--- src/rtl/assert_macros.svh ---
// assertion macros used by the fixed-point alu top module
// no dependencies; define SYNTH to drop every check
`ifndef ASSERT_MACROS_SVH
`define ASSERT_MACROS_SVH
`ifndef SYNTH
`define FXA_ASSERT(lbl, clk, rst_n, prop) \
	lbl: assert property (@(posedge clk) disable iff (!rst_n) prop) else $error("fxa check failed");
`define FXA_ASSERT_IMPL(lbl, clk, rst_n, ante, cons) \
	lbl: assert property (@(posedge clk) disable iff (!rst_n) (ante) |-> (cons)) \
		else $error("fxa implication failed");
`else
`define FXA_ASSERT(lbl, clk, rst_n, prop)
`define FXA_ASSERT_IMPL(lbl, clk, rst_n, ante, cons)
`endif
`endif

--- src/rtl/fxa_pkg.sv ---
// shared types and constants of the fixed-point alu
// no dependencies
package fxa_pkg;

	localparam int FRAC_BITS_DEF = 8;
	localparam int WORD_BITS_DEF = 32;

	typedef enum logic [3:0] {
		ACT_ADD = 4'd0, ACT_SUB = 4'd1, ACT_MUL = 4'd2, ACT_DIV = 4'd3,
		ACT_INC = 4'd4, ACT_DEC = 4'd5, ACT_LT = 4'd6, ACT_GT = 4'd7,
		ACT_LE = 4'd8, ACT_GE = 4'd9, ACT_EQ = 4'd10, ACT_NE = 4'd11,
		ACT_MAX = 4'd12, ACT_MIN = 4'd13, ACT_FROM_INT = 4'd14, ACT_TO_INT = 4'd15
	} act_t;

	localparam logic [1:0] ST_OK   = 2'd0;
	localparam logic [1:0] ST_OVF  = 2'd1;
	localparam logic [1:0] ST_DIV0 = 2'd2;

	typedef enum logic [1:0] {
		MODE_PASS = 2'd0,
		MODE_MUL  = 2'd1,
		MODE_DIV  = 2'd2
	} mode_t;

	typedef struct packed {
		logic        valid;
		mode_t       mode;
		logic        neg;
		logic        cmp;
		logic [1:0]  st;
	} ctl_t;

	typedef struct packed {
		logic [3:0]         action;
		logic signed [31:0] a_raw;
		logic signed [31:0] b_raw;
	} req_t;

	typedef struct packed {
		logic signed [31:0] result_raw;
		logic               compare_true;
		logic [1:0]         status;
	} rsp_t;

endpackage

--- src/rtl/fxa_post.sv ---
// rounding, saturation and sign of products and quotients, pass-through of other results, output register
// depends on fxa_pkg
module fxa_post #(
	parameter int WORD_BITS = fxa_pkg::WORD_BITS_DEF,
	parameter int FRAC_BITS = fxa_pkg::FRAC_BITS_DEF
) (
	input  logic                              clk,
	input  logic                              arst_n,
	input  fxa_pkg::ctl_t                     up_ctl,
	input  logic [WORD_BITS-1:0]              up_res,
	input  logic [WORD_BITS+FRAC_BITS-1:0]    up_src,
	input  logic [2*WORD_BITS-1:0]            up_acc,
	input  logic [WORD_BITS-1:0]              up_rem,
	input  logic [WORD_BITS-1:0]              up_mg,
	output logic                              done,
	output fxa_pkg::rsp_t                     rsp
);
	import fxa_pkg::*;

	localparam int W = WORD_BITS;
	localparam int F = FRAC_BITS;
	localparam int M = 2 * W + F + 1;
	localparam logic [2*W-1:0] HALF =
		(F == 0) ? '0 : ((2*W)'(1) << ((F > 0) ? F - 1 : 0));

	logic [M-1:0]        mag, lim;
	logic                over;
	logic [W-1:0]        mag_w;
	logic signed [W-1:0] res_n;
	rsp_t                rsp_n;

	always_comb begin
		if (up_ctl.mode == MODE_MUL) begin
			mag = M'((up_acc + HALF) >> F);
		end else begin
			// round half away: twice the remainder against the divisor
			mag = M'(up_src) + M'({up_rem, 1'b0} >= {1'b0, up_mg});
		end
		lim = up_ctl.neg ? (M'(1) << (W - 1)) : ((M'(1) << (W - 1)) - M'(1));
		over = mag > lim;
		mag_w = over ? lim[W-1:0] : mag[W-1:0];
		rsp_n = '0;
		if (up_ctl.mode == MODE_PASS) begin
			res_n = up_res;
			rsp_n.status = up_ctl.st;
		end else begin
			res_n = up_ctl.neg ? W'(-mag_w) : mag_w;
			rsp_n.status = over ? ST_OVF : ST_OK;
		end
		rsp_n.result_raw = 32'(res_n);
		rsp_n.compare_true = up_ctl.cmp;
	end

	always_ff @(posedge clk or negedge arst_n) begin
		if (!arst_n) begin
			done <= 1'b0;
		end else begin
			done <= up_ctl.valid;
		end
	end

	always_ff @(posedge clk) begin
		rsp <= rsp_n;
	end

endmodule

--- config.mk ---
export PLATFORM = sky130hd
export DESIGN_NAME = fxa_post
export DESIGN_NICKNAME = d
export VERILOG_FILES = /design/src/rtl/assert_macros.svh /design/src/rtl/fxa_pkg.sv /design/src/rtl/fxa_post.sv
export SDC_FILE = /design/constraint.sdc
export NUM_CORES = 1
export LEC_CHECK = 0
export BUFFER_PORTS_ARGS = -buffer_cell sky130_fd_sc_hd__clkbuf_2
export CORE_MARGIN = 2
export CORE_UTILIZATION = 35
export DETAILED_ROUTE_END_ITERATION = 16
export SLEW_MARGIN = 10
export SYNTH_ARGS = -nofsm -noshare
export SYNTH_HDL_FRONTEND = slang
export SYNTH_SLANG_ARGS = --single-unit
--- constraint.sdc ---
create_clock -name clk -period 0.8 [get_ports clk]
set_input_delay 0.08 -clock clk [delete_from_list [all_inputs] [get_ports clk]]
set_output_delay 0.08 -clock clk [all_outputs]
set_load 0.005 [all_outputs]
==> results.sh <==
export IMPL_status="complete, but fails checks"
export IMPL_failed_checks="setup timing"
export IMPL_post_synth_and_or_nand_nor_area_fraction_pct=33.99
export IMPL_drv_slew=0
export IMPL_nets=1773
export IMPL_wl_um=29630
export IMPL_synthTopCellsByArea="ha_1 13%, dfxtp_1 11%, xnor2_1 7.0%, a21oi_1 5.3%, nand4_1 4.7%"
export IMPL_dieWidth_um=141.2
export IMPL_synth_area_mm2=0.006589
export IMPL_synthCells=935
export IMPL_fmax_mhz=133.2
export IMPL_final_cell_mix="317 x buf_4, 231 x clkbuf_2, 72 x nand2_1"
export IMPL_critical_path_depth=43
export IMPL_drive_gt1_share_pct=48.06
export IMPL_crit_start="up_mg[1]"
export IMPL_drc=0
export IMPL_clockPowerShare_pct=21.3
export IMPL_post_place_ws_ps=-7530
export IMPL_start_util_pct=35.46
export IMPL_syn_num_nets=1211
export IMPL_ys_ff_latch=36
export IMPL_synth_yosys_seq_area_share_pct=11.01
export IMPL_diodes=0
export IMPL_dieArea_mm2=0.01994
export IMPL_synth_adder_area_share_pct=12.72
export IMPL_critPathSlowestCell="or4b_4"
export IMPL_fp_dieH_um=141.2
export IMPL_synth_xor_xnor_area_share_pct=9.704
export IMPL_firstDrtPassIters=6
export IMPL_power_frac_comb_pct=56.6
export IMPL_ys_flop_type="dfxtp_1"
export IMPL_hp_class="in -> reg"
export IMPL_hold_violations=0
export IMPL_async_flop_share_pct=2.778
export IMPL_relSlewSlack_pct=54.86
export IMPL_cts_tree="yes"
export IMPL_clock_path_buffers=2
export IMPL_cpLargestDelayFamily="compound AO/OA/AOI/OAI gates"
export IMPL_p_per_area_mw_per_mm2=773.0
export IMPL_worstSetupEndpoint="rsp[29]$_DFF_P_"
export IMPL_route_detailed_wl_per_inst_um=17.11
export IMPL_port_buffers=237
export IMPL_p_sw_mw=3.287
export IMPL_cts_sinks=36
export IMPL_overflow=0
export IMPL_synth_edf_count=0
export IMPL_grt_max_degree=27
export IMPL_fp_coreArea_mm2=0.01858
export IMPL_seqCellArea_um2=739.5
export IMPL_synth_compound_area_share_pct=21.61
export IMPL_hpwl_um=22530
export IMPL_grt_pass1_vias=9015
export IMPL_avgViaCountPerCell=5.531
export IMPL_h_tree_depth=2
export IMPL_synth_distinct_cells=78
export IMPL_p_int_mw=5.739
export IMPL_vdd_drop_max_v=0.0006847
export IMPL_antenna_found_initial=0
export IMPL_yosysWarningCount=0
export IMPL_grt_pass1_wl_um=44130
export IMPL_final_common_cell="buf_4"
export IMPL_criticalPathCategory="in -> reg"
export IMPL_dp_cells=1662
export IMPL_yosysTopAreaCell="ha_1"
export IMPL_synth_mux_area_share_pct=4.501
export IMPL_rsz0062_at_grt="yes"
export IMPL_synth_top_family_by_area="simple AND/OR/NAND/NOR gates"
export IMPL_vias=9579
export IMPL_layoutNonFillerInstCount=1732
export IMPL_switching_share_pct=36.41
export IMPL_area_growth_pct=77.23
export IMPL_num_rows=50
export IMPL_worstPathMaxFanout=5
export IMPL_drt_iter0_drc=602
export IMPL_drv_cap=0
export IMPL_clk_pin_slew_ps=50
export IMPL_synth_area_per_cell_um2=7.047
export IMPL_critPathBufInv=7
export IMPL_place_gp_congestion=0.9740
export IMPL_tightest_slew_ps=671.0
export IMPL_leakage_nw=5.545
export IMPL_period_needed_ps=7507
export IMPL_slowest_delay_ps=530
export IMPL_synth_top_area_share_pct=12.72
export IMPL_track_usage_pct=27.13
export IMPL_cts_root_buf="clkbuf_16"
export IMPL_seqPwrFrac_pct=22.1
export IMPL_path_common_cell="o21a_1"
export IMPL_multi_input_area_mm2=0.006018
export IMPL_finalCritPeriodShare_pct=938.4
export IMPL_worst_slack_ps=-6707
export IMPL_postRouteAntennaNets=0
export IMPL_fillers=1642
export IMPL_crit_path_end_kind="register"
export IMPL_arrival_ps=7670
export IMPL_cts_inserted_buffers=5
export IMPL_worstSetupStartpointType="input pin"
export IMPL_io_pins=245
export IMPL_finalSetupViolations=34
export IMPL_required_ps=970
-- cells by family after synthesis --
family / after synthesis
and+or+nand+nor: 410
AOI/OAI and AO/OA: 217
buffers and inverters: 103
xor gates and xnor gates: 73
adders and majority gates: 67
DFF: 36
muxes: 29
-- cell usage after synthesis, types with 4 or more instances --
library cell   n
nand3_1       56
o21a_1        13
a21oi_1       70
nand2_1       76
and4_1        15
nor2b_1        8
clkbuf_1      24
nor4_1        31
o21ai_0       43
mux2_2         5
or3_1         14
nand4_1       50
o2111ai_1      4
a21o_1        15
nor3_1        19
and3_1        20
buf_2         13
buf_1          4
xnor2_1       53
or2_2          6
nand2b_1       9
dfxtp_1       35
nor2_1        66
a211oi_1      12
mux2i_1       24
a31oi_1        6
xor2_1        20
nor3b_1        5
and2_1         7
o41ai_1        6
o21ai_1        4
inv_1         59
ha_1          67
or4_1          7
-- final cells by class --
class                   count  share of cell area [%]
repair buffers            599                   36.43
well taps                 234                   2.507
flip-flops and latches     36                   6.332
clock buffers               5                   1.071
multi-input cells         796                   51.54
inverters                  59                   1.961
clock inverters             3                  0.1607
-- flip-flops by register name, indices dropped and copies added, names as in the netlist --
signal,flops
rsp,35
done,1
-- power groups by stage --
stage                     Sequential [mW]  Combinational (mW)  Clock [mW]
after floorplan                      2.04                1.91           0
after detailed placement             2.02                4.49           0
after global placement               2.02                4.42           0
after global routing                 2.01                5.56        2.04
final                                1.99                5.11        1.92
after CTS                            1.98                4.86        1.98
-- metal layers --
layer  global-route usage (%)  wire length [µm]  vias to the layer above  share of wire [%]
li1                         -                 -                     4623                  -
met1                    34.53             12210                     4406                 41
met2                    47.34             14070                      461                 47
met3                    3.193              2218                       89                7.5
met4                    9.368              1132                        0                3.8
met5                        0                 0                        -                  0
-- what timing repair did --
action	in CTS	in global routing
setup endpoints to repair	34	46
gates cloned	2	4
buffers inserted	44	21
hold buffers	12	1
hold endpoints to repair	12	1
resized for setup	69	95
pin swaps	37	46
-- metrics by stage --
step	instance area [µm²]	util [%]	TNS [ps]	total power, mW	hold WS [ps]
6_report	11680	62.85	-181760	9.026	4.060
5_1_grt	11680	62.85	-193480	9.607	4.832
4_1_cts	11220	60.40	-177780	8.817	0.7115
3_5_place_dp	10340	55.64	-202060	6.506	-140.8
3_3_place_gp	10340	55.64	-194150	6.437	-144.8
2_1_floorplan	6749	-	-176140	3.945	-215.6
-- worst min path at each step --
stage               startpoint  depth (start not counted)               to  slack (ps)
floorplan               arst_n                          0   done$_DFF_PN0_        -220
detailed placement      arst_n                          1   done$_DFF_PN0_        -140
finish               up_res[4]                          2   rsp[7]$_DFF_P_           4
CTS                 up_res[25]                          3  rsp[28]$_DFF_P_         0.7
global route        up_res[10]                          3  rsp[13]$_DFF_P_           5
global placement        arst_n                          1   done$_DFF_PN0_        -140
No activity file was read; power rests on OpenSTA's default activity.
