**config.mk**
```make
export PLATFORM = sky130hd
export DESIGN_NAME = fxa_cell
export DESIGN_NICKNAME = d
export VERILOG_FILES = /design/src/rtl/assert_macros.svh /design/src/rtl/fxa_pkg.sv /design/src/rtl/fxa_cell.sv
export SDC_FILE = /design/constraint.sdc
export NUM_CORES = 1
export LEC_CHECK = 0
export BUFFER_PORTS_ARGS = -buffer_cell sky130_fd_sc_hd__buf_4
export CAP_MARGIN = 30
export CORE_AREA = 10 10 152 154
export CTS_CLUSTER_SIZE = 25
export DETAILED_ROUTE_END_ITERATION = 12
export DIE_AREA = 0 0 162 164
export PLACE_DENSITY = 0.87
export SYNTH_ARGS = -nofsm -noshare
export SYNTH_HDL_FRONTEND = slang
export SYNTH_SLANG_ARGS = --single-unit
```
**constraint.sdc**
```tcl
create_clock -name clk -period 0.8 [get_ports clk]
set_clock_uncertainty 0.15 [all_clocks]
set_input_delay 0.12 -clock clk [delete_from_list [all_inputs] [get_ports clk]]
set_output_delay 0.12 -clock clk [all_outputs]
set_load 0.02 [all_outputs]
```
**src/rtl/assert_macros.svh**
```systemverilog
// assertion macros used by the fixed-point alu top module
// no dependencies; define SYNTH to drop every check
`ifndef ASSERT_MACROS_SVH
`define ASSERT_MACROS_SVH
`ifndef SYNTH
`define FXA_ASSERT(lbl, clk, rst_n, prop) \
	lbl: assert property (@(posedge clk) disable iff (!rst_n) prop) else $error("fxa check failed");
`define FXA_ASSERT_IMPL(lbl, clk, rst_n, ante, cons) \
	lbl: assert property (@(posedge clk) disable iff (!rst_n) (ante) |-> (cons)) \
		else $error("fxa implication failed");
`else
`define FXA_ASSERT(lbl, clk, rst_n, prop)
`define FXA_ASSERT_IMPL(lbl, clk, rst_n, ante, cons)
`endif
`endif

```
**src/rtl/fxa_pkg.sv**
```systemverilog
// shared types and constants of the fixed-point alu
// no dependencies
package fxa_pkg;

	localparam int FRAC_BITS_DEF = 8;
	localparam int WORD_BITS_DEF = 32;

	typedef enum logic [3:0] {
		ACT_ADD = 4'd0, ACT_SUB = 4'd1, ACT_MUL = 4'd2, ACT_DIV = 4'd3,
		ACT_INC = 4'd4, ACT_DEC = 4'd5, ACT_LT = 4'd6, ACT_GT = 4'd7,
		ACT_LE = 4'd8, ACT_GE = 4'd9, ACT_EQ = 4'd10, ACT_NE = 4'd11,
		ACT_MAX = 4'd12, ACT_MIN = 4'd13, ACT_FROM_INT = 4'd14, ACT_TO_INT = 4'd15
	} act_t;

	localparam logic [1:0] ST_OK   = 2'd0;
	localparam logic [1:0] ST_OVF  = 2'd1;
	localparam logic [1:0] ST_DIV0 = 2'd2;

	typedef enum logic [1:0] {
		MODE_PASS = 2'd0,
		MODE_MUL  = 2'd1,
		MODE_DIV  = 2'd2
	} mode_t;

	typedef struct packed {
		logic        valid;
		mode_t       mode;
		logic        neg;
		logic        cmp;
		logic [1:0]  st;
	} ctl_t;

	typedef struct packed {
		logic [3:0]         action;
		logic signed [31:0] a_raw;
		logic signed [31:0] b_raw;
	} req_t;

	typedef struct packed {
		logic signed [31:0] result_raw;
		logic               compare_true;
		logic [1:0]         status;
	} rsp_t;

endpackage

```
**src/rtl/fxa_cell.sv**
```systemverilog
// one step of the multiply / divide chain: one multiplier bit or one quotient bit
// depends on fxa_pkg
module fxa_cell #(
	parameter int WORD_BITS = fxa_pkg::WORD_BITS_DEF,
	parameter int FRAC_BITS = fxa_pkg::FRAC_BITS_DEF
) (
	input  logic                              clk,
	input  logic                              arst_n,
	input  fxa_pkg::ctl_t                     up_ctl,
	input  logic [WORD_BITS-1:0]              up_res,
	input  logic [WORD_BITS+FRAC_BITS-1:0]    up_src,
	input  logic [2*WORD_BITS-1:0]            up_acc,
	input  logic [WORD_BITS-1:0]              up_rem,
	input  logic [WORD_BITS-1:0]              up_mg,
	output fxa_pkg::ctl_t                     ctl,
	output logic [WORD_BITS-1:0]              res,
	output logic [WORD_BITS+FRAC_BITS-1:0]    src,
	output logic [2*WORD_BITS-1:0]            acc,
	output logic [WORD_BITS-1:0]              rem,
	output logic [WORD_BITS-1:0]              mg
);
	import fxa_pkg::*;

	localparam int W = WORD_BITS;
	localparam int N = WORD_BITS + FRAC_BITS;

	logic             nbit, ge;
	logic [W-1:0]     r2;
	logic [2*W-1:0]   acc_n;

	always_comb begin
		nbit = up_src[N-1];
		// remainder stays below the divisor, so its top bit is free
		r2 = {up_rem[W-2:0], nbit};
		ge = (up_ctl.mode == MODE_DIV) && (r2 >= up_mg);
		acc_n = {up_acc[2*W-2:0], 1'b0} + (nbit ? (2*W)'(up_mg) : '0);
	end

	always_ff @(posedge clk or negedge arst_n) begin
		if (!arst_n) begin
			ctl <= '0;
		end else begin
			ctl <= up_ctl;
		end
	end

	always_ff @(posedge clk) begin
		res <= up_res;
		src <= {up_src[N-2:0], ge};
		acc <= acc_n;
		rem <= ge ? r2 - up_mg : r2;
		mg  <= up_mg;
	end

endmodule

```
==> impl_metrics.toml, run 1 <==
[logic_synthesis]
synth_edf_count = 0
synth_top_area_frac = 0.457
ys.warnings.count = 0
syn_area_per_cell_um2 = 10.1
ys_top_cells_by_area = "dfxtp_1 (46%), ha_1 (9.0%), xnor2_1 (4.4%)"
yosys_register_bits = 207
syn_inst = 863
synth_nets = 1137
ys_seq_area_frac = 0.477
syn_area_mm2 = 0.00875
yosysUniqueCellTypes = 67
synth_async_sr_flop_share = 0.0338
synthFlopType = "dfxtp_1"
synth_top_cell_by_area = "dfxtp_1"

[placed_design]
dp.cells = 1775
port-buffer-count = 413
gp_congestion = 0.933
hpwlAfterDp_um = 30900
place_worst_setup_slack_ns = -2.32

[cts]
cts-root-buf = "clkbuf_16"
cts_max_level = 1
cts_buffers = 22
cts_max_path_buffers = 3
clock_sinks = 207

[die]
fp.dieH_um = 164
start_util = 0.437
pin_count = 416
rows = 52
dieWidth_um = 162

[run_status]
lastStage = "global routing"
firstError = "[ERROR GRT-0232] Routing congestion too high. Check the congestion heatmap in the GUI."
status = "stopped before the end"

[global_route]
gr-usage-all-layers = 0.873
grt_max_degree = 14
grt-ovfl-total = 1544

[sta]
endpoint_type = "register input"
crit_endpoint = "rem[26]$_DFF_P_/D"
==> metal layers <==
layer  GRT usage  GRT overflow
met5       0.163             1
met2        1.15          1160
met4        1.04           361
met3       0.672            12
met1       0.768            10
==> stage by stage <==
step | area (um^2) | TNS, ns
detailed placement | 14100 | -187.94
global placement | 14100 | -181.09
CTS | 18400 | -222.04
floorplan | 8890 | -158.78
==> cells in the mapped netlist (3+ instances only) <==
cell	instances
nand2b_1	5
and2_1	5
dfxtp_1	200
nand4_1	16
nor2_1	74
a31o_2	3
a41oi_1	3
clkbuf_1	12
buf_2	4
mux2_2	7
mux2_4	19
and3_1	11
dfrtp_1	7
nor4_1	8
inv_1	48
o21bai_1	13
a21o_1	41
a31oi_1	6
nor3_1	12
xnor2_1	44
nand2_1	46
xor2_1	44
nor2b_1	5
o21a_1	10
nand3_1	24
or2_2	3
ha_1	63
a21oi_1	58
o21ai_0	24
==> kinds of logic after synthesis <==
kind of cell,after synthesis,synth area share
buffers and inverters,68,0.0332
and+or+nand+nor,222,0.123
xor gates and xnor gates,88,0.0881
AOI/OAI and AO/OA,185,0.140
adders and majority gates,65,0.0946
muxes,28,0.0439
DFF,207,0.477
==> repair_timing <==
action                                 CTS
gates resized for setup                565
pin swaps                              101
hold buffers                           141
buffers inserted                        26
endpoints found under the hold margin  207
setup endpoints to repair              302
gates cloned                             5
==> inputs of run 2 (changes only) <==
--- a/config.mk
+++ b/config.mk
@@ -7,11 +7,10 @@
 export LEC_CHECK = 0
 export BUFFER_PORTS_ARGS = -buffer_cell sky130_fd_sc_hd__buf_4
 export CAP_MARGIN = 30
-export CORE_AREA = 10 10 152 154
-export CTS_CLUSTER_SIZE = 25
+export CORE_AREA = 10 10 159 161
 export DETAILED_ROUTE_END_ITERATION = 12
-export DIE_AREA = 0 0 162 164
-export PLACE_DENSITY = 0.87
+export DIE_AREA = 0 0 169 171
+export PLACE_DENSITY_LB_ADDON = 0.15
 export SYNTH_ARGS = -nofsm -noshare
 export SYNTH_HDL_FRONTEND = slang
 export SYNTH_SLANG_ARGS = --single-unit
==> run 2 against run 1 <==
The flow now finishes, with violations (negative hold slack, negative setup slack). Synthesized area is the same. Synthesized cell count did not move.
==> impl_metrics.toml, run 2 <==
[cts]
cts-root-buf = "clkbuf_16"
cts_max_level = 1
cts_buffers = 22
cts_tree = "yes"
clock_sinks = 207
cts_max_path_buffers = 3
cts.reportedPaths.clkPinSlew_ns = 0.07

[placed_design]
dpl_cell_area_mm2 = 0.0140
hpwlAfterDp_um = 26800
place_worst_setup_slack_ns = -2.28
dp.cells = 1778
gp_congestion = 0.892
port-buffer-count = 413

[sta]
tightest_slew_ns = 0.531
setup_viol = 302
rsz0062_at_grt = "yes"
fin_crit_sh = 3.17
setup_ws_ns = -1.74
fmax_ghz = 0.394
fin_crit_ns = 2.54
hold_slack_ns = -0.383
relSlewSlack = 0.645
setup_tns_ns = -231.30
drv_slew = 0
final_hold_viol_count = 72

[die]
start_util = 0.394
fp.dieH_um = 171
core_region_area_mm2 = 0.0222
die-area_mm2 = 0.0289
pin_count = 416
dieWidth_um = 169
rows = 55

[power_and_ir_drop]
peakVddDrop_v = 0.00173
p_total_mw = 34.3
p_leak_nw = 9.14
powerDensity_mw_per_mm2 = 1800

[final_layout]
area_delta_synth_final_pct = 118
reg_top3 = "acc (64), src (40)"
layout-drive-gt1-share = 0.653
fill_cells = 970
final_common_cell = "buf_4"
largest_reg_flops = 64
final_cell_mix = "buf_4 (453), buf_6 (240), dfxtp_2 (200), dlygate4sd3_1 (139), nor2_1 (50)"
top_register = "acc"
stdcell_count = 2020
fin_area_mm2 = 0.0191
fin_util = 0.858
nNetsFinal = 1991

[critical_path]
critPathLaunchType = "primary input"
cp.required_ns = 1.04
cp-end-kind = "flip-flop"
critPathKind = "in2reg"
arrival_ns = 2.78
crit_path_max_fanout = 8

[drt]
drtIter0Drc = 782
via_per_inst = 5.21
drt-total-wl_um = 48100
num_vias = 10500
routedWlPerCell_um = 23.8
antenna_left = 0
drt-pass1-iter-count = 5
drc = 0

[logic_synthesis]
synth_nets = 1137
ys_seq_area_frac = 0.477
synth_edf_count = 0
synthFlopType = "dfxtp_1"
syn_inst = 863
synth_async_sr_flop_share = 0.0338
yosys_register_bits = 207
synth_top_area_frac = 0.457
synth_top_cell_by_area = "dfxtp_1"
ys_top_cells_by_area = "dfxtp_1 (46%), ha_1 (9.0%), xnor2_1 (4.4%)"
synth_common_cells = "dfxtp_1 (200), nor2_1 (74), ha_1 (63), a21oi_1 (58), inv_1 (48)"
yosysUniqueCellTypes = 67
syn_area_mm2 = 0.00875
ys.warnings.count = 0
yosys.cell_count.top_type = "dfxtp_1"
syn_area_per_cell_um2 = 10.1

[run_status]
status = "complete, but fails checks"
violations = "negative hold slack, negative setup slack"

[min_path]
whs_endpoint = "mg[0]$_DFF_P_"
hold_path.startpoint = "up_mg[0]"
hold_class = "in2reg"
holdPathStages = 1

[global_route]
gr-usage-all-layers = 0.277
grt_pass1_wl_um = 63500
grt_max_degree = 15
grt_pass1_vias = 11100
grt-ovfl-total = 0
antenna_found_initial = 3

[run]
cap_viol_max_count = 0
## run 2: cell counts after synthesis
Identical to the previous run, type by type.
## run 2: repair_timing
action,in CTS,in global routing
hold buffers,138,1
endpoints found under the hold margin,209,74
pin swaps,70,58
endpoints found under the setup margin,302,302
buffers inserted,37,23
cloned,5,0
gates resized for setup,543,113
## run 2: layout make-up
type | instances | area (um^2) | area share
clock inverters | 8 | 129 | 0.00676
flip-flops and latches | 207 | 4430 | 0.232
multi-input cells | 590 | 5470 | 0.287
diodes | 2 | 5.00 | 0.000263
repair buffers | 848 | 7820 | 0.410
inverters | 48 | 196 | 0.0103
well taps | 285 | 357 | 0.0187
clock buffers | 32 | 658 | 0.0345
## run 2: kinds of logic (layout without fill, tap and decap cells)
family,Yosys count,after routing,synth area share
xor+xnor,88,88,0.0881
other cells,0,2,0
fa+ha+maj,65,65,0.0946
compound gates,185,187,0.140
flops,207,207,0.477
mux,28,28,0.0439
simple gates,222,222,0.123
buf+inv,68,936,0.0332
## run 2: how the worst max path moves through the flow
stage | start | end | slack [ns] | cells past startpoint
after floorplan | up_src[39] | rem[10]$_DFF_P_ | -2.02 | 14
after detailed placement | up_src[39] | acc[49]$_DFF_P_ | -2.28 | 14
after global placement | up_src[39] | acc[60]$_DFF_P_ | -2.18 | 13
after global routing | up_src[39] | acc[51]$_DFF_P_ | -1.82 | 14
after CTS | up_src[39] | rem[19]$_DFF_P_ | -1.57 | 14
final | up_src[39] | acc[48]$_DFF_P_ | -1.74 | 16
## run 2: layer usage
layer / share of wire / wire length (um) / up-vias / GRT usage
met2: 0.53 / 25700 / 537 / 0.528
li1: - / - / 4729 / -
met1: 0.35 / 16800 / 5137 / 0.280
met4: 0.037 / 1800 / 0 / 0.0908
met5: 0 / 0 / - / 0
met3: 0.078 / 3770 / 121 / 0.0821
## run 2: report_power, final
group | internal [mW] | switching [mW] | total, mW
Sequential | 11.3 | 0.483 | 11.8
Clock | 6.70 | 4.50 | 11.2
Combinational | 5.95 | 5.27 | 11.2
Total | 24.0 | 10.3 | 34.3
## run 2: worst max-delay path: stages
cell	delay, ns
buf_12	0.10
inv_16	0.04
buf_12	0.14
buf_6	0.12
nor2_2	0.12
ha_1	0.28
buf_6	0.15
nand2_1	0.10
o21a_1	0.22
nand2_1	0.10
or4b_4	0.50
nand3_4	0.12
o21a_4	0.27
buf_4	0.18
nor3_4	0.04
xor2_1	0.15
Power figures use the tool's default switching activity.
==> inputs of run 3 (changes only) <==
--- a/config.mk
+++ b/config.mk
@@ -7,9 +7,9 @@
 export LEC_CHECK = 0
 export BUFFER_PORTS_ARGS = -buffer_cell sky130_fd_sc_hd__buf_4
 export CAP_MARGIN = 30
-export CORE_AREA = 10 10 159 161
+export CORE_AREA = 10 10 170 172
 export DETAILED_ROUTE_END_ITERATION = 12
-export DIE_AREA = 0 0 169 171
+export DIE_AREA = 0 0 180 182
 export PLACE_DENSITY_LB_ADDON = 0.15
 export SYNTH_ARGS = -nofsm -noshare
 export SYNTH_HDL_FRONTEND = slang
==> run 3 against run 2 <==
Die area rose by 13%. The run still ends with negative hold slack, negative setup slack left. Total power shrank 1.4%. Final cell count is 3.8% higher. Highest routed layer unchanged. Via count down 6.3%. Clock power about the same. Sequential cell count did not move. Setup slack barely moved. Fmax barely moved. Sequential power about the same.
==> impl_metrics.toml, run 3 (synthesis gave the netlist of run 2 again) <==
[run_status]
status = "complete, but fails checks"
violations = "negative hold slack, negative setup slack"

[min_path]
hold_path.startpoint = "up_mg[1]"
hold_class = "in2reg"
holdPathStages = 1
whs_endpoint = "mg[1]$_DFF_P_"

[sta]
fin_crit_ns = 2.53
fin_crit_sh = 3.17
drv_slew = 0
setup_viol = 301
rsz0062_at_grt = "yes"
final_hold_viol_count = 64
fmax_ghz = 0.394
tightest_slew_ns = 0.489
setup_ws_ns = -1.73
hold_slack_ns = -0.429
relSlewSlack = 0.671

[drt]
drt-pass1-iter-count = 4
drc = 0
drt-total-wl_um = 42100
drtIter0Drc = 386
num_vias = 9860
antenna_left = 0
routedWlPerCell_um = 20.1
via_per_inst = 4.70

[final_layout]
final_common_cell = "buf_4"
fin_area_mm2 = 0.0194
reg_top3 = "acc (64), src (40)"
nNetsFinal = 2017
fill_cells = 1572
largest_reg_flops = 64
final_cell_mix = "buf_4 (452), buf_6 (254), dfxtp_2 (198), dlygate4sd3_1 (151), nor2_1 (47)"
top_register = "acc"
area_delta_synth_final_pct = 122
stdcell_count = 2096
layout-drive-gt1-share = 0.655

[critical_path]
slowest_delay_ns = 0.35
cp-end-kind = "flip-flop"
critPathKind = "in2reg"
crit_slowest_cell = "or3_1"
crit_path_max_fanout = 8
cp.required_ns = 1.08
arrival_ns = 2.82
crit_chain = "buf_12, inv_16, buf_12, nor2_4, ha_4, buf_6, and3_4, nand2_2, or3_1, a211o_1, nand3_2, o2111a_2, buf_4, a31o_4, nand3_2, xnor2_1"
critPathLaunchType = "primary input"

[cts]
cts_buffers = 23
cts_max_level = 1
holdBufCountCts = 151
clock_sinks = 207
cts.reportedPaths.clkPinSlew_ns = 0.07
cts-root-buf = "clkbuf_16"
cts_max_path_buffers = 3
cts_tree = "yes"

[die]
fp.dieH_um = 182
pin_count = 416
die-area_mm2 = 0.0328
start_util = 0.342
dieWidth_um = 180
rows = 59
core_region_area_mm2 = 0.0256

[global_route]
grt_pass1_wl_um = 60300
grt_max_degree = 23
antenna_found_initial = 1
gr-usage-all-layers = 0.228
grt-ovfl-total = 0
grt_pass1_vias = 10600

[placed_design]
hpwlAfterDp_um = 26600
dpl_cell_area_mm2 = 0.0141
port-buffer-count = 413
gp_congestion = 0.864
dp.cells = 1828

[run]
cap_viol_max_count = 0

[power_and_ir_drop]
peakVddDrop_v = 0.00191
p_leak_nw = 9.28
powerDensity_mw_per_mm2 = 1740
p_total_mw = 33.8
## run 3: changes by cell type in the layout (fill, tap and decap cells not counted), sizes merged
cell / previous run / this run
buf: 709 / 720
bufinv: 3 / 2
clkbuf: 32 / 36
clkinv: 4 / 3
diode: 2 / 1
dlygate4sd3: 139 / 151
inv: 48 / 50
## run 3: worst max path at each step
| stage | startpoint | end | slack (ns) | cells after the start |
|---|---|---|---|---|
| finish | up_src[39] | acc[45]$_DFF_P_ | -1.73 | 16 |
| global route | up_src[39] | acc[45]$_DFF_P_ | -1.79 | 16 |
| CTS | up_src[39] | acc[59]$_DFF_P_ | -1.59 | 17 |
| detailed placement | up_src[39] | rem[30]$_DFF_P_ | -2.28 | 14 |
| global placement | up_src[39] | rem[30]$_DFF_P_ | -2.25 | 14 |
| floorplan | up_src[39] | rem[10]$_DFF_P_ | -2.02 | 14 |
## run 3: worst max-delay path: cells and delay by family
kind                       cells  cell delay (ns)
xor gates and xnor gates       1             0.24
AOI/OAI and AO/OA              3             0.79
buffers and inverters          5             0.52
adders and majority gates      1             0.28
and+or+nand+nor                6             0.86
## run 3: where the power goes
group	internal, mW	switching, mW	total (mW)
registers	11.3	0.448	11.8
clock network	6.47	4.63	11.1
logic	5.97	4.92	10.9
## run 3: layout make-up
cell class                 count  area, um^2  share of cell area
antenna                        1        2.50            0.000129
clock buffer                  34         667              0.0344
clock inverter                 8         111             0.00574
inverter                      48         199              0.0103
multi-input combinational    590        5480               0.282
sequential                   207        4430               0.228
tap                          335         419              0.0216
timing repair buffer         873        8100               0.417
## run 3: metal layers
layer	track usage	vias up	routed length (um)
li1	-	4780	-
met1	0.238	4697	15500
met2	0.433	322	22800
met3	0.0706	61	2970
met4	0.0559	0	842
met5	0	-	0
## run 3: through the flow
stage | util | setup TNS, ns | setup slack, ns | hold WS (ns)
finish | 0.757 | -227.03 | -1.73 | -0.429
global route | 0.757 | -239.37 | -1.79 | -0.446
CTS | 0.721 | -223.06 | -1.59 | -0.447
detailed placement | 0.550 | -193.10 | -2.28 | -0.208
global placement | 0.550 | -189.88 | -2.25 | -0.208
floorplan | - | -158.78 | -2.02 | -0.326
## run 3: what timing repair did
action,4_1_cts,5_1_grt
buffers inserted,31,41
endpoints found under the setup margin,302,309
gates resized for setup,557,117
gates cloned,5,3
pin swaps,92,64
hold endpoints to repair,211,58
==> inputs of run 4 (changes only) <==
==> constraint.sdc (replaced) <==
create_clock -name clk -period 3.1 [get_ports clk]
set_clock_uncertainty 0.15 [all_clocks]
set_input_delay 0.31 -clock clk [delete_from_list [all_inputs] [get_ports clk]]
set_output_delay 0.31 -clock clk [all_outputs]
set_load 0.02 [all_outputs]
==> run 4 against run 3 <==
The run now ends clean. Sequential power decreased by 75%. Clock power decreased by 73%. Clock-buffer cell count decreased by 4. Sequential cell count unchanged. Final cell count decreased by 8.2%. Global-route usage decreased by 3.6 points. Via count decreased by 11%. Combinational power decreased by 80%. Utilization decreased by 14 points. Design area decreased by 18%. Wire length decreased by 19%. Critical path type unchanged. Largest power group is now clock.
==> impl_metrics.toml, run 4 (synthesis gave the netlist of run 2 again) <==
[run_status]
status = "completed"

[cts]
cts_buffers = 23
cts-root-buf = "clkbuf_16"
cts_tree = "yes"
clock_sinks = 207
cts_max_level = 1
cts_max_path_buffers = 3
cts.reportedPaths.clkPinSlew_ns = 0.06

[drt]
drt-pass1-iter-count = 4
num_vias = 8769
routedWlPerCell_um = 17.6
via_per_inst = 4.56
drt-total-wl_um = 33900
drtIter0Drc = 285
antenna_left = 0
drc = 0

[global_route]
antenna_found_initial = 0
grt_pass1_vias = 9403
grt_pass1_wl_um = 51300
grt_max_degree = 28
gr-usage-all-layers = 0.192
grt-ovfl-total = 0

[power_and_ir_drop]
p_leak_nw = 7.81
powerDensity_mw_per_mm2 = 507
p_total_mw = 8.06
peakVddDrop_v = 0.000463

[placed_design]
gp_congestion = 0.821
place_worst_setup_slack_ns = -0.158
port-buffer-count = 413
hpwlAfterDp_um = 25700
dp.cells = 1699

[sta]
final_hold_viol_count = 0
drv_slew = 0
relSlewSlack = 0.610
fmax_ghz = 0.328
tightest_slew_ns = 0.579
setup_ws_ns = 0.0539
fin_crit_ns = 3.05
setup_viol = 0
fin_crit_sh = 0.983

[final_layout]
nNetsFinal = 1846
fill_cells = 2103
area_delta_synth_final_pct = 81.4
layout-drive-gt1-share = 0.397
final_cell_mix = "buf_4 (515), dfxtp_1 (200), dlygate4sd3_1 (179), nor2_1 (74), ha_1 (58)"
top_register = "acc"
reg_top3 = "acc (64), src (40)"
largest_reg_flops = 64
num_antenna_cells = 0
final_common_cell = "buf_4"
stdcell_count = 1924

[critical_path]
crit_path_max_fanout = 7
crit_chain = "dlygate4sd3_1, buf_4, ha_1, nand3_1, or4_1, o21ai_2, a221oi_4, nor4b_4, buf_6, clkbuf_16, mux2_2"
cp-end-kind = "flip-flop"
critPathKind = "in2reg"
crit_slowest_cell = "or4_1"
slowest_delay_ns = 0.56
cp.required_ns = 3.35
arrival_ns = 3.30
critPathLaunchType = "primary input"

[die]
dieWidth_um = 180
rows = 59
core_region_area_mm2 = 0.0256
fp.dieH_um = 182
pin_count = 416
start_util = 0.342
die-area_mm2 = 0.0328

[run]
cap_viol_max_count = 0

[min_path]
hold_class = "in2reg"
-- run 4: changes by cell type in the layout (fill, tap and decap cells not counted), moves of 27 or more --
| cell | delta |
|---|---|
| buf_4 | +63 |
| buf_6 | -252 |
| dfxtp_1 | +198 |
| dfxtp_2 | -198 |
| dlygate4sd3_1 | +28 |
| nor2_1 | +27 |
-- run 4: final timing paths --
check | slack, ns | depth (start not counted) | to | start
max | 0.05 | 11 | rem[7]$_DFF_P_ | up_rem[13]
min | 0.05 | 4 | acc[1]$_DFF_P_ | up_mg[1]
max in group asynchronous | 1.91 | 3 | ctl[4]$_DFF_PN0_ | arst_n
min in group asynchronous | 0.63 | 3 | ctl[3]$_DFF_PN0_ | arst_n
-- run 4: cell type report --
class,instances,area [um^2],share of cell area
Clock buffer,30,652,0.0411
Clock inverter,12,181,0.0114
Inverter,48,183,0.0115
Multi-Input combinational cell,588,4430,0.279
Sequential cell,207,4180,0.263
Tap cell,335,419,0.0264
Timing Repair Buffer,704,5840,0.368
-- run 4: critical path: cells and delay by family --
| family | cells | cell delay [ns] |
|---|---|---|
| simple gates | 3 | 1.02 |
| compound gates | 2 | 0.31 |
| mux | 1 | 0.33 |
| fa+ha+maj | 1 | 0.29 |
| buf+inv | 4 | 1.03 |
-- run 4: what timing repair did --
| item | CTS | global route |
|---|---|---|
| resized for setup | 0 | 36 |
| setup endpoints to repair | 0 | 63 |
| hold endpoints to repair | 184 | 1 |
| hold buffers | 180 | 1 |
| buffers inserted | 0 | 3 |
-- run 4: power breakdown --
| group | leakage [nW] | internal, mW | switching [mW] | total, mW |
|---|---|---|---|---|
| clock network | 0.412 | 1.83 | 1.14 | 2.96 |
| registers | 1.77 | 2.88 | 0.0633 | 2.95 |
| logic | 5.63 | 1.10 | 1.05 | 2.15 |
-- run 4: routing by layer --
metal | GRT usage | part of all wire
met3 | 0.0596 | 0.072
met5 | 0 | 0
met4 | 0.0569 | 0.023
met2 | 0.345 | 0.50
met1 | 0.213 | 0.40
-- run 4: stage by stage --
step	hold slack (ns)	utilization	area, um^2	TNS (ns)
floorplan	-0.136	-	8770	0
global placement	-0.0188	0.509	13000	-3.76
detailed placement	-0.0168	0.509	13000	-5.11
CTS	0.0268	0.612	15700	0
global route	0.0408	0.620	15900	-0.0430
finish	0.0523	0.620	15900	0
